[src/rtl/ddo_pkg.sv]
// shared types, constants and tables for the differential-drive odometry block
package ddo_pkg;

  localparam int COUNT_WIDTH_DEF   = 10;
  localparam int CORDIC_STAGES_DEF = 16;
  localparam int ATAN_ENTRIES      = 24;

  localparam logic [1:0] REQ_EDGE_A  = 2'd0;
  localparam logic [1:0] REQ_EDGE_B  = 2'd1;
  localparam logic [1:0] REQ_REFRESH = 2'd2;

  localparam logic [1:0] CFG_WHEEL_RADIUS = 2'd0;
  localparam logic [1:0] CFG_RADIUS_TRACK = 2'd1;
  localparam logic [1:0] CFG_RPM_PER_TICK = 2'd2;
  localparam logic [1:0] CFG_REFRESH      = 2'd3;

  localparam logic [15:0] WHEEL_RADIUS_RST = 16'd2130;
  localparam logic [19:0] RADIUS_TRACK_RST = 20'd21299;
  localparam logic [23:0] RPM_PER_TICK_RST = 24'd204800;
  localparam logic [15:0] REFRESH_RST      = 16'd3277;

  localparam logic [27:0] SPEED_MAX   = 28'd209715200;
  localparam logic [24:0] FULL_TURN   = 25'd23592960;
  localparam logic signed [25:0] HALF_TURN = 26'sd11796480;
  localparam logic [31:0] PI_OVER_60  = 32'd224883962;
  localparam logic signed [32:0] CORDIC_GAIN = 33'sd652032874;
  localparam logic signed [33:0] DEG90_Q24   = 34'sd1509949440;
  localparam logic signed [33:0] DEG180_Q24  = 34'sd3019898880;

  typedef struct packed {
    logic              done;
    logic signed [32:0] cos_v;
    logic signed [32:0] sin_v;
  } cordic_res_t;

  // atan(2^-i) in degrees, Q6.24
  function automatic logic [29:0] atan_q24(input logic [4:0] i);
    logic [29:0] v;
    case (i)
      5'd0:  v = 30'd754974720;
      5'd1:  v = 30'd445687602;
      5'd2:  v = 30'd235489088;
      5'd3:  v = 30'd119537938;
      5'd4:  v = 30'd60000934;
      5'd5:  v = 30'd30029717;
      5'd6:  v = 30'd15018523;
      5'd7:  v = 30'd7509720;
      5'd8:  v = 30'd3754917;
      5'd9:  v = 30'd1877466;
      5'd10: v = 30'd938734;
      5'd11: v = 30'd469367;
      5'd12: v = 30'd234684;
      5'd13: v = 30'd117342;
      5'd14: v = 30'd58671;
      5'd15: v = 30'd29335;
      5'd16: v = 30'd14668;
      5'd17: v = 30'd7334;
      5'd18: v = 30'd3667;
      5'd19: v = 30'd1833;
      5'd20: v = 30'd917;
      5'd21: v = 30'd458;
      5'd22: v = 30'd229;
      5'd23: v = 30'd115;
      default: v = 30'd0;
    endcase
    return v;
  endfunction

endpackage

[src/rtl/ddo_queue.sv]
// two-entry queue between the front and the back
module ddo_queue #(
  parameter int W = 2 * ddo_pkg::COUNT_WIDTH_DEF + 2
) (
  input  logic         clk,
  input  logic         rst,
  input  logic         push,
  input  logic [W-1:0] push_data,
  input  logic         pop,
  output logic         full,
  output logic         valid,
  output logic [W-1:0] data
);
  logic [W-1:0] mem [2];
  logic         wr_ptr;
  logic         rd_ptr;
  logic [1:0]   count;

  assign full  = (count == 2'd2);
  assign valid = (count != 2'd0);
  assign data  = mem[rd_ptr];

  always_ff @(posedge clk) begin
    if (push) begin
      mem[wr_ptr] <= push_data;
    end
  end

  always_ff @(posedge clk) begin
    if (rst) begin
      wr_ptr <= 1'b0;
      rd_ptr <= 1'b0;
      count  <= 2'd0;
    end else begin
      if (push) begin
        wr_ptr <= ~wr_ptr;
      end
      if (pop) begin
        rd_ptr <= ~rd_ptr;
      end
      if (push && !pop) begin
        count <= count + 2'd1;
      end else if (pop && !push) begin
        count <= count - 2'd1;
      end
    end
  end
endmodule

[config.mk]
export PLATFORM = sky130hd
export DESIGN_NAME = ddo_queue
export DESIGN_NICKNAME = d
export VERILOG_FILES = /design/src/rtl/ddo_pkg.sv /design/src/rtl/ddo_queue.sv
export SDC_FILE = /design/constraint.sdc
export NUM_CORES = 1
export LEC_CHECK = 0
export ABC_AREA = 1
export BUFFER_PORTS_ARGS = -buffer_cell sky130_fd_sc_hd__buf_2
export CAP_MARGIN = 20
export CORE_ASPECT_RATIO = 2
export CORE_UTILIZATION = 35
export DETAILED_ROUTE_END_ITERATION = 12
export HOLD_SLACK_MARGIN = 0.06
export PLACE_DENSITY = 0.57
export SETUP_SLACK_MARGIN = 0.5
export SLEW_MARGIN = 20
export SYNTH_ARGS = -nofsm -noshare
export SYNTH_HDL_FRONTEND = slang
export SYNTH_SLANG_ARGS = --single-unit
[constraint.sdc]
create_clock -name clk -period 1.9 [get_ports clk]
set_input_delay 0.19 -clock clk [delete_from_list [all_inputs] [get_ports clk]]
set_output_delay 0.19 -clock clk [all_outputs]
set_load 0.01 [all_outputs]
==> summary.md <==
| Metric | Value |
|---|---|
| Status | `finished, final reports clean` |
| DR vias/cell | `4.67` |
| H-tree levels | `2` |
| FF-to-FF Start | `wr_ptr` |
| Drt total wl | `3350 µm` |
| Max-Cap Viols | `0` |
| Count of boundary I/O pins | `50` |
| Post-Syn Area | `1820 µm²` |
| Critical Path RT | `1.71 ns` |
| Reg2reg end | `mem[0][0]` |
| VDD IR max | `0.000670 V` |
| Ratio of cells with drive above 1 in the final layout | `53.1%` |
| Clk_skew | `0.00365 ns` |
| Ys flop type | `edfxtp_1` |
| Setup TNS | `0 ns` |
| Worst Tran Pin Value | `0.486 ns` |
| Die area | `5500 µm²` |
| Syn nets | `128` |
| Final GP Congestion | `0.703` |
| Post-synthesis sequential area ratio | `78.2%` |
| CP max stage cell | `dfxtp_4` |
| TritonCTS clock tree | `done` |
| F_max | `0.676 GHz` |
| Leading cell type by number of instances after synthesis | `edfxtp_1` |
| Pwr dens | `928 nW/µm²` |
| Clk_lat worst skew | `0.30 ns` |
| Worst path max stage delay | `0.41 ns` |
| Site Rows | `36` |
| Clock buffer depth | `2` |
| DR vias | `1022` |
| Lkg Pwr | `1.05 nW` |
| Die H | `104 µm` |
| R2R setup slack | `0.65 ns` |
| Period utilization | `77.9%` |
| Wirelength per Cell | `15.3 µm` |
| Unrepaired setup endpoints after global routing | `yes` |
| Vias in the first global route | `1117` |
| Grt ovf | `0` |
| CP arrival | `1.29 ns` |
| FF-to-FF path depth | `2` |
| 1st-pass router iterations | `3` |
| Port buffer count | `49` |
| Post-synth top cells | `edfxtp_1 (44), mux2_2 (22), inv_1 (9), nand2_1 (6), nor2_1 (6)` |
| Post-synth EDFFs | `44` |
| CP Class | `flop to primary output` |
| DRT iter0 DRCs | `12` |
| Largest net degree at the start of global routing | `16` |
| Post-Route Utilization | `51.9%` |
| Slew HR | `67.6%` |
| Number of remaining DRC errors | `0` |
| Antenna violations before repair | `0` |
| Min Tclk post-route | `1.48 ns` |
| Initial Utilization | `37.0%` |
| Clock tree root driver cell | `clkbuf_8` |
| Final-report hold violation count | `0` |
| Buf+Inv Stages, Crit Path | `2` |
| Area grow syn2layout | `40.1%` |
| # nets final | `188` |
| Fraction of registers with async set or reset after synthesis | `0%` |
| Critical path peak fanout | `7` |
| Yosys top cell area share | `72.7%` |
| Worst hold path class | `input pin to flop` |
| Min-delay src | `push_data[11]` |
| Hold path depth | `1` |
| Core ar. | `4910 µm²` |
| N_diodes | `0` |
| Crit. End Element | `primary output` |
| Cell taking the most area after synthesis | `edfxtp_1` |
| Remaining antenna violation count | `0` |
| Reg clk slew, reported paths | `0.08 ns` |
| Die width | `53.0 µm` |
| Synth top area cells | `edfxtp_1 (73%), mux2_2 (14%), dfxtp_1 (5.5%)` |
| DP HPWL | `2330 µm` |
| Final setup viols | `0` |
| Cts hold-fix bufs | `0` |
| Crit path depth | `3` |
| Slew Limit Fails | `0` |
| Post-CTS Setup Inserts | `0` |
| Endpoint, Worst Hold | `mem[1][11]` |
| Family with the most delay on the worst path | `flip-flops` |
| Synthesized area per cell | `18.0 µm²` |
| Clk sinks | `49` |
| Crit path cell chain | `buf_8 -> mux2_4 -> buf_6` |
| Synthesis-stage register bit count | `49` |
| CP Launch Type | `flop` |
| Total GRT Usage | `13.8%` |
| Netlist cell types | `14` |
| Global-route wire length before repair | `5350 µm` |
| TritonCTS buffer count | `5` |
| YS warnings | `0` |
| Post-synthesis cell count | `101` |
## report_power, final
part / internal, W / switching (W) / leakage [nW]
registers: 0.00124 / 0.0000239 / 0.455
clock network: 0.000387 / 0.000320 / 0.0518
logic: 0.000232 / 0.000161 / 0.544
total: 0.00186 / 0.000504 / 1.05
## worst max path at each step
stage	endpoint	slack, ns
floorplan	mem[0][0]	0.59
global placement	data[6]	0.66
detailed placement	mem[0][4]	0.62
CTS	data[7]	0.40
global route	data[10]	0.38
finish	data[7]	0.42
## stage by stage
stage	cell area, µm²	power, W	std cells	worst slack [ns]	hold slack (ns)
2_1_floorplan	1820	0.00143	101	0.587	0.262
3_3_place_gp	2160	0.00154	210	0.660	0.381
3_5_place_dp	2160	0.00156	210	0.618	0.383
4_1_cts	2540	0.00239	219	0.399	0.0626
5_1_grt	2550	0.00246	219	0.377	0.0600
6_report	2550	0.00236	219	0.421	0.0756
## metal layers
metal  global-route usage (%)  share of wire (%)
met3                     4.24                5.5
met4                     6.77                2.4
met5                        0                  0
met1                     14.7                 35
met2                     23.3                 57
## logic make-up after synthesis
| kind of cell | Yosys count | synth area share (%) |
|---|---|---|
| fa+ha+maj | 1 | 0.688 |
| compound gates | 2 | 0.550 |
| xor+xnor | 1 | 0.482 |
| buf+inv | 11 | 3.10 |
| flops | 49 | 78.2 |
| mux | 22 | 13.6 |
| simple gates | 15 | 3.37 |
## final cells by class
class | instances | area, µm²
Tap cell | 57 | 71.3
Sequential cell | 49 | 1430
Clock inverter | 3 | 41.3
Fill cell | 428 | 2360
Inverter | 9 | 33.8
Timing Repair Buffer | 55 | 480
Multi-Input combinational cell | 41 | 425
Clock buffer | 5 | 68.8
## state kept, by name, indices dropped and copies added, names as in the netlist, named ones only
| signal | cells |
|---|---|
| rd_ptr | 1 |
| mem | 44 |
| wr_ptr | 1 |
| count | 2 |
## layout by cell type, fill, tap and decap left out, drive strengths merged
master and instances:
a21oi 1, buf 55, bufinv 1, clkbuf 5
clkinv 1, clkinvlp 1, dfxtp 5, edfxtp 44
ha 1, inv 9, mux2 22, nand2 6
nand3 1, nand4 1, nor2 6, nor3 1
o21ai 1, xnor2 1
## timing repair
item | in CTS | in global routing
endpoints found under the setup margin | 22 | 22
gates cloned | 1 | 0
resized for setup | 51 | 1
No activity file was read; power rests on OpenSTA's default activity.
