==> src/rtl/ddo_pkg.sv <==
// shared types, constants and tables for the differential-drive odometry block
package ddo_pkg;

  localparam int COUNT_WIDTH_DEF   = 10;
  localparam int CORDIC_STAGES_DEF = 16;
  localparam int ATAN_ENTRIES      = 24;

  localparam logic [1:0] REQ_EDGE_A  = 2'd0;
  localparam logic [1:0] REQ_EDGE_B  = 2'd1;
  localparam logic [1:0] REQ_REFRESH = 2'd2;

  localparam logic [1:0] CFG_WHEEL_RADIUS = 2'd0;
  localparam logic [1:0] CFG_RADIUS_TRACK = 2'd1;
  localparam logic [1:0] CFG_RPM_PER_TICK = 2'd2;
  localparam logic [1:0] CFG_REFRESH      = 2'd3;

  localparam logic [15:0] WHEEL_RADIUS_RST = 16'd2130;
  localparam logic [19:0] RADIUS_TRACK_RST = 20'd21299;
  localparam logic [23:0] RPM_PER_TICK_RST = 24'd204800;
  localparam logic [15:0] REFRESH_RST      = 16'd3277;

  localparam logic [27:0] SPEED_MAX   = 28'd209715200;
  localparam logic [24:0] FULL_TURN   = 25'd23592960;
  localparam logic signed [25:0] HALF_TURN = 26'sd11796480;
  localparam logic [31:0] PI_OVER_60  = 32'd224883962;
  localparam logic signed [32:0] CORDIC_GAIN = 33'sd652032874;
  localparam logic signed [33:0] DEG90_Q24   = 34'sd1509949440;
  localparam logic signed [33:0] DEG180_Q24  = 34'sd3019898880;

  typedef struct packed {
    logic              done;
    logic signed [32:0] cos_v;
    logic signed [32:0] sin_v;
  } cordic_res_t;

  // atan(2^-i) in degrees, Q6.24
  function automatic logic [29:0] atan_q24(input logic [4:0] i);
    logic [29:0] v;
    case (i)
      5'd0:  v = 30'd754974720;
      5'd1:  v = 30'd445687602;
      5'd2:  v = 30'd235489088;
      5'd3:  v = 30'd119537938;
      5'd4:  v = 30'd60000934;
      5'd5:  v = 30'd30029717;
      5'd6:  v = 30'd15018523;
      5'd7:  v = 30'd7509720;
      5'd8:  v = 30'd3754917;
      5'd9:  v = 30'd1877466;
      5'd10: v = 30'd938734;
      5'd11: v = 30'd469367;
      5'd12: v = 30'd234684;
      5'd13: v = 30'd117342;
      5'd14: v = 30'd58671;
      5'd15: v = 30'd29335;
      5'd16: v = 30'd14668;
      5'd17: v = 30'd7334;
      5'd18: v = 30'd3667;
      5'd19: v = 30'd1833;
      5'd20: v = 30'd917;
      5'd21: v = 30'd458;
      5'd22: v = 30'd229;
      5'd23: v = 30'd115;
      default: v = 30'd0;
    endcase
    return v;
  endfunction

endpackage

==> src/rtl/ddo_front.sv <==
// front end: accepts requests, counts edges, snapshots counts on refresh
module ddo_front #(
  parameter int CW = ddo_pkg::COUNT_WIDTH_DEF
) (
  input  logic            clk,
  input  logic            rst,
  input  logic            in_valid,
  output logic            in_ready,
  input  logic [1:0]      req_type,
  input  logic            fwd_a,
  input  logic            fwd_b,
  input  logic            q_full,
  output logic            push_valid,
  output logic [2*CW+1:0] push_data
);
  import ddo_pkg::*;

  logic [CW-1:0] cnt_a;
  logic [CW-1:0] cnt_b;
  logic          accept;

  assign in_ready   = !q_full;
  assign accept     = in_valid && in_ready;
  assign push_valid = accept && (req_type == REQ_REFRESH);
  assign push_data  = {fwd_b, fwd_a, cnt_b, cnt_a};

  always_ff @(posedge clk) begin
    if (rst) begin
      cnt_a <= '0;
      cnt_b <= '0;
    end else if (accept) begin
      case (req_type)
        REQ_EDGE_A: begin
          if (cnt_a != '1) cnt_a <= cnt_a + 1'b1;
        end
        REQ_EDGE_B: begin
          if (cnt_b != '1) cnt_b <= cnt_b + 1'b1;
        end
        REQ_REFRESH: begin
          cnt_a <= '0;
          cnt_b <= '0;
        end
        default: begin
        end
      endcase
    end
  end
endmodule

==> config.mk <==
export PLATFORM = sky130hd
export DESIGN_NAME = ddo_front
export DESIGN_NICKNAME = d
export VERILOG_FILES = /design/src/rtl/ddo_pkg.sv /design/src/rtl/ddo_front.sv
export SDC_FILE = /design/constraint.sdc
export NUM_CORES = 1
export LEC_CHECK = 0
export ABC_AREA = 1
export ABC_CLOCK_PERIOD_IN_PS = 2600
export BUFFER_PORTS_ARGS = -buffer_cell sky130_fd_sc_hd__buf_2
export CAP_MARGIN = 15
export CORE_UTILIZATION = 56
export DETAILED_ROUTE_END_ITERATION = 10
export HOLD_SLACK_MARGIN = 0.03
export MAX_ROUTING_LAYER = met4
export PLACE_DENSITY = 0.83
export SLEW_MARGIN = 30
export SYNTH_ARGS = -nofsm -noshare
export SYNTH_HDL_FRONTEND = slang
export SYNTH_SLANG_ARGS = --single-unit
==> constraint.sdc <==
create_clock -name clk -period 2.6 [get_ports clk]
set_input_delay 0.13 -clock clk [delete_from_list [all_inputs] [get_ports clk]]
set_output_delay 0.13 -clock clk [all_outputs]
set_load 0.01 [all_outputs]
==> metrics.md <==
| Metric | Value |
|---|---|
| Outcome | `complete, no violations` |
| Post-CTS setup buffers | `0` |
| Chip Width | `49.7 um` |
| Minimum clock period | `1660 ps` |
| Crit Path Category | `register to register` |
| RR Startpoint | `cnt_b[1]` |
| DRC Markers | `0` |
| Die height | `49.7 um` |
| Max FO, Critical Path | `11` |
| Final net count | `247` |
| Flop-to-flop setup slack | `940 ps` |
| GRT overflow | `0` |
| ANT cells | `0` |
| Initial antenna violation count | `0` |
| First-pass iteration count of the detailed router | `4` |
| CP cell instances | `ha_1, nand2_2, nor2_4, nand3_4, nand2_2, nand2_1, o21ai_1, nor2_1` |
| Distinct cell type count after synthesis | `23` |
| DP HPWL | `2.14 mm` |
| Worst-path clk slew | `120 ps` |
| Pleak | `0.695 nW` |
| CTS Hold Buffers Added | `0` |
| CP Launch Type | `register` |
| Post-synth EDFFs | `0` |
| WL final | `2.90 mm` |
| Filler instances | `201` |
| Max Clock Freq | `604 MHz` |
| PnR Total Power | `0.549 mW` |
| Area contributors post-synth | `dfxtp_1 (31%), nand2_1 (14%), nor2_1 (13%)` |
| Clock Sinks | `20` |
| Setup_tns | `0 ps` |
| Post-Syn Instances | `211` |
| Max-cap check violation count | `0` |
| Overall Global Routing Usage | `26.4%` |
| First-pass GRT wire length | `5.04 mm` |
| Site Rows | `16` |
| Cell taking the most area after synthesis | `dfxtp_1` |
| Slowest-stage cell, CP | `dfxtp_1` |
| Synthesized cell area | `0.00127 sq mm` |
| CP max stage delay | `420 ps` |
| Critical path required time | `2810 ps` |
| ANT nets after route | `0` |
| Initial DRC Count | `38` |
| Drt wl/cell | `11.0 um` |
| Vias/cell | `5.13` |
| Worst setup path start | `cnt_b[1]` |
| Final slew viol count | `0` |
| Commonest cells post-synth | `nand2_1 (46), nor2_1 (45), inv_1 (35)` |
| CTS tree | `built` |
| Initial Util | `62.3%` |
| Max IR drop VDD | `0.000280 V` |
| Final setup fails | `0` |
| Most frequent cell after synthesis | `nand2_1` |
| I/O Pins | `32` |
| Die Footprint | `0.00247 sq mm` |
| Routability cong. | `0.898` |
| Worst hold stages | `2` |
| Worst clock skew | `5.22 ps` |
| Synth async-reset ratio | `0%` |
| Predominant post-synthesis flop cell | `dfxtp_1` |
| Worst path bufs/invs | `0` |
| Root buffer cell | `clkbuf_4` |
| Worst path depth | `8` |
| RSZ-0062 raised after global routing | `false` |
| Routed via count | `1350` |
| Seq cells post-synth | `20` |
| Clock buffer depth | `2` |
| Largest net degree at the start of global routing | `13` |
| Min-delay src | `rst` |
| Seq/Total Area, Yosys | `31.5%` |
| HP Class | `primary input to register` |
| Worst-margin pin slew | `697 ps` |
| Worst EP arrival | `1860 ps` |
| Syn Area/Cell | `6.03 sq um` |
| Area share of the largest cell type after synthesis | `31.5%` |
| Crit. End Element | `register` |
| PD cells | `382 mW/mm^2` |
| Layout cells sized above 1 | `19.1%` |
| Final std cells w/o fill | `263` |
| H-tree depth | `1` |
| Inst Count DP | `259` |
| Final Cycle Share | `63.7%` |
| Top Family by Delay on Critical Path | `simple AND/OR/NAND/NOR gates` |
| Fin. Hold Viols | `0` |
| Post-Syn Nets | `221` |
| Core area | `0.00204 sq mm` |
| Syn. warnings | `0` |
| Vias in the first global route | `1197` |
| Skew-Pair Late Insertion Delay | `300 ps` |
| CP dominant cell by count | `nand2_2` |
| Resized cells post-CTS | `0` |
| Worst slew margin | `53.4%` |
| Area growth from synthesis to layout | `13.1%` |
| CTS buffer count | `3` |
| Reg2reg path depth | `8` |
| IO Port Bufs | `27` |
[through the flow]
stage          cell area, sq um  utilization (%)  setup slack, ps  hold slack [ps]
2_1_floorplan              1270                -             1120              311
3_3_place_gp               1400             68.7             1060              260
3_5_place_dp               1400             68.7              987              260
4_1_cts                    1440             70.5              968             67.3
5_1_grt                    1440             70.5              741             65.9
6_report                   1440             70.5              944             72.8
[placed cells by master, fill, tap and decap left out, types with 2 or more instances in the layout]
| master | netlist | routed |
|---|---|---|
| a21oi_1 | 10 | 10 |
| buf_2 | 1 | 27 |
| clkbuf_4 | 0 | 3 |
| dfxtp_1 | 20 | 20 |
| ha_1 | 2 | 2 |
| inv_1 | 35 | 35 |
| inv_2 | 2 | 2 |
| nand2_1 | 46 | 46 |
| nand2_2 | 4 | 4 |
| nand3_1 | 18 | 18 |
| nand3b_1 | 2 | 2 |
| nor2_1 | 45 | 45 |
| nor2_2 | 3 | 3 |
| nor3_1 | 5 | 5 |
| o21ai_1 | 7 | 7 |
[cells by family after synthesis]
logic type / after synthesis / synth area share (%)
buffers and inverters: 43 / 14.0
adders and majority gates: 2 / 1.97
and+or+nand+nor: 126 / 43.6
AOI/OAI and AO/OA: 20 / 9.05
DFF: 20 / 31.5
[per-layer routing]
metal | part of all wire, % | track usage (%) | vias to the layer above
li1 | - | - | 700
met1 | 48 | 35.0 | 607
met2 | 46 | 42.8 | 41
met3 | 5.4 | 2.78 | 2
met4 | 0.41 | 6.67 | 0
met5 | 0 | - | -
[report_power, final]
group / total (mW) / switching, mW / leakage (nW) / internal (mW)
Combinational: 0.0515 / 0.0350 / 0.513 / 0.0165
Sequential: 0.312 / 0.00318 / 0.161 / 0.309
Clock: 0.186 / 0.101 / 0.0210 / 0.0853
Total: 0.549 / 0.139 / 0.695 / 0.411
[flip-flops by register name, indices dropped and copies added, names as in the netlist]
signal,count
cnt_a,10
cnt_b,10
[layout make-up]
type / instances / area, sq um / share of cell area (%)
Inverter: 37 / 139 / 9.65
Multi-Input combinational cell: 148 / 694 / 48.3
Clock buffer: 4 / 36.3 / 2.52
Sequential cell: 20 / 400 / 27.8
Timing Repair Buffer: 27 / 135 / 9.39
Tap cell: 27 / 33.8 / 2.35
[worst paths after layout]
kind              end
max          cnt_b[0]
min          cnt_b[2]
max reg2reg  cnt_b[0]
min reg2reg  cnt_a[1]
(Power assumes the default switching activity.)
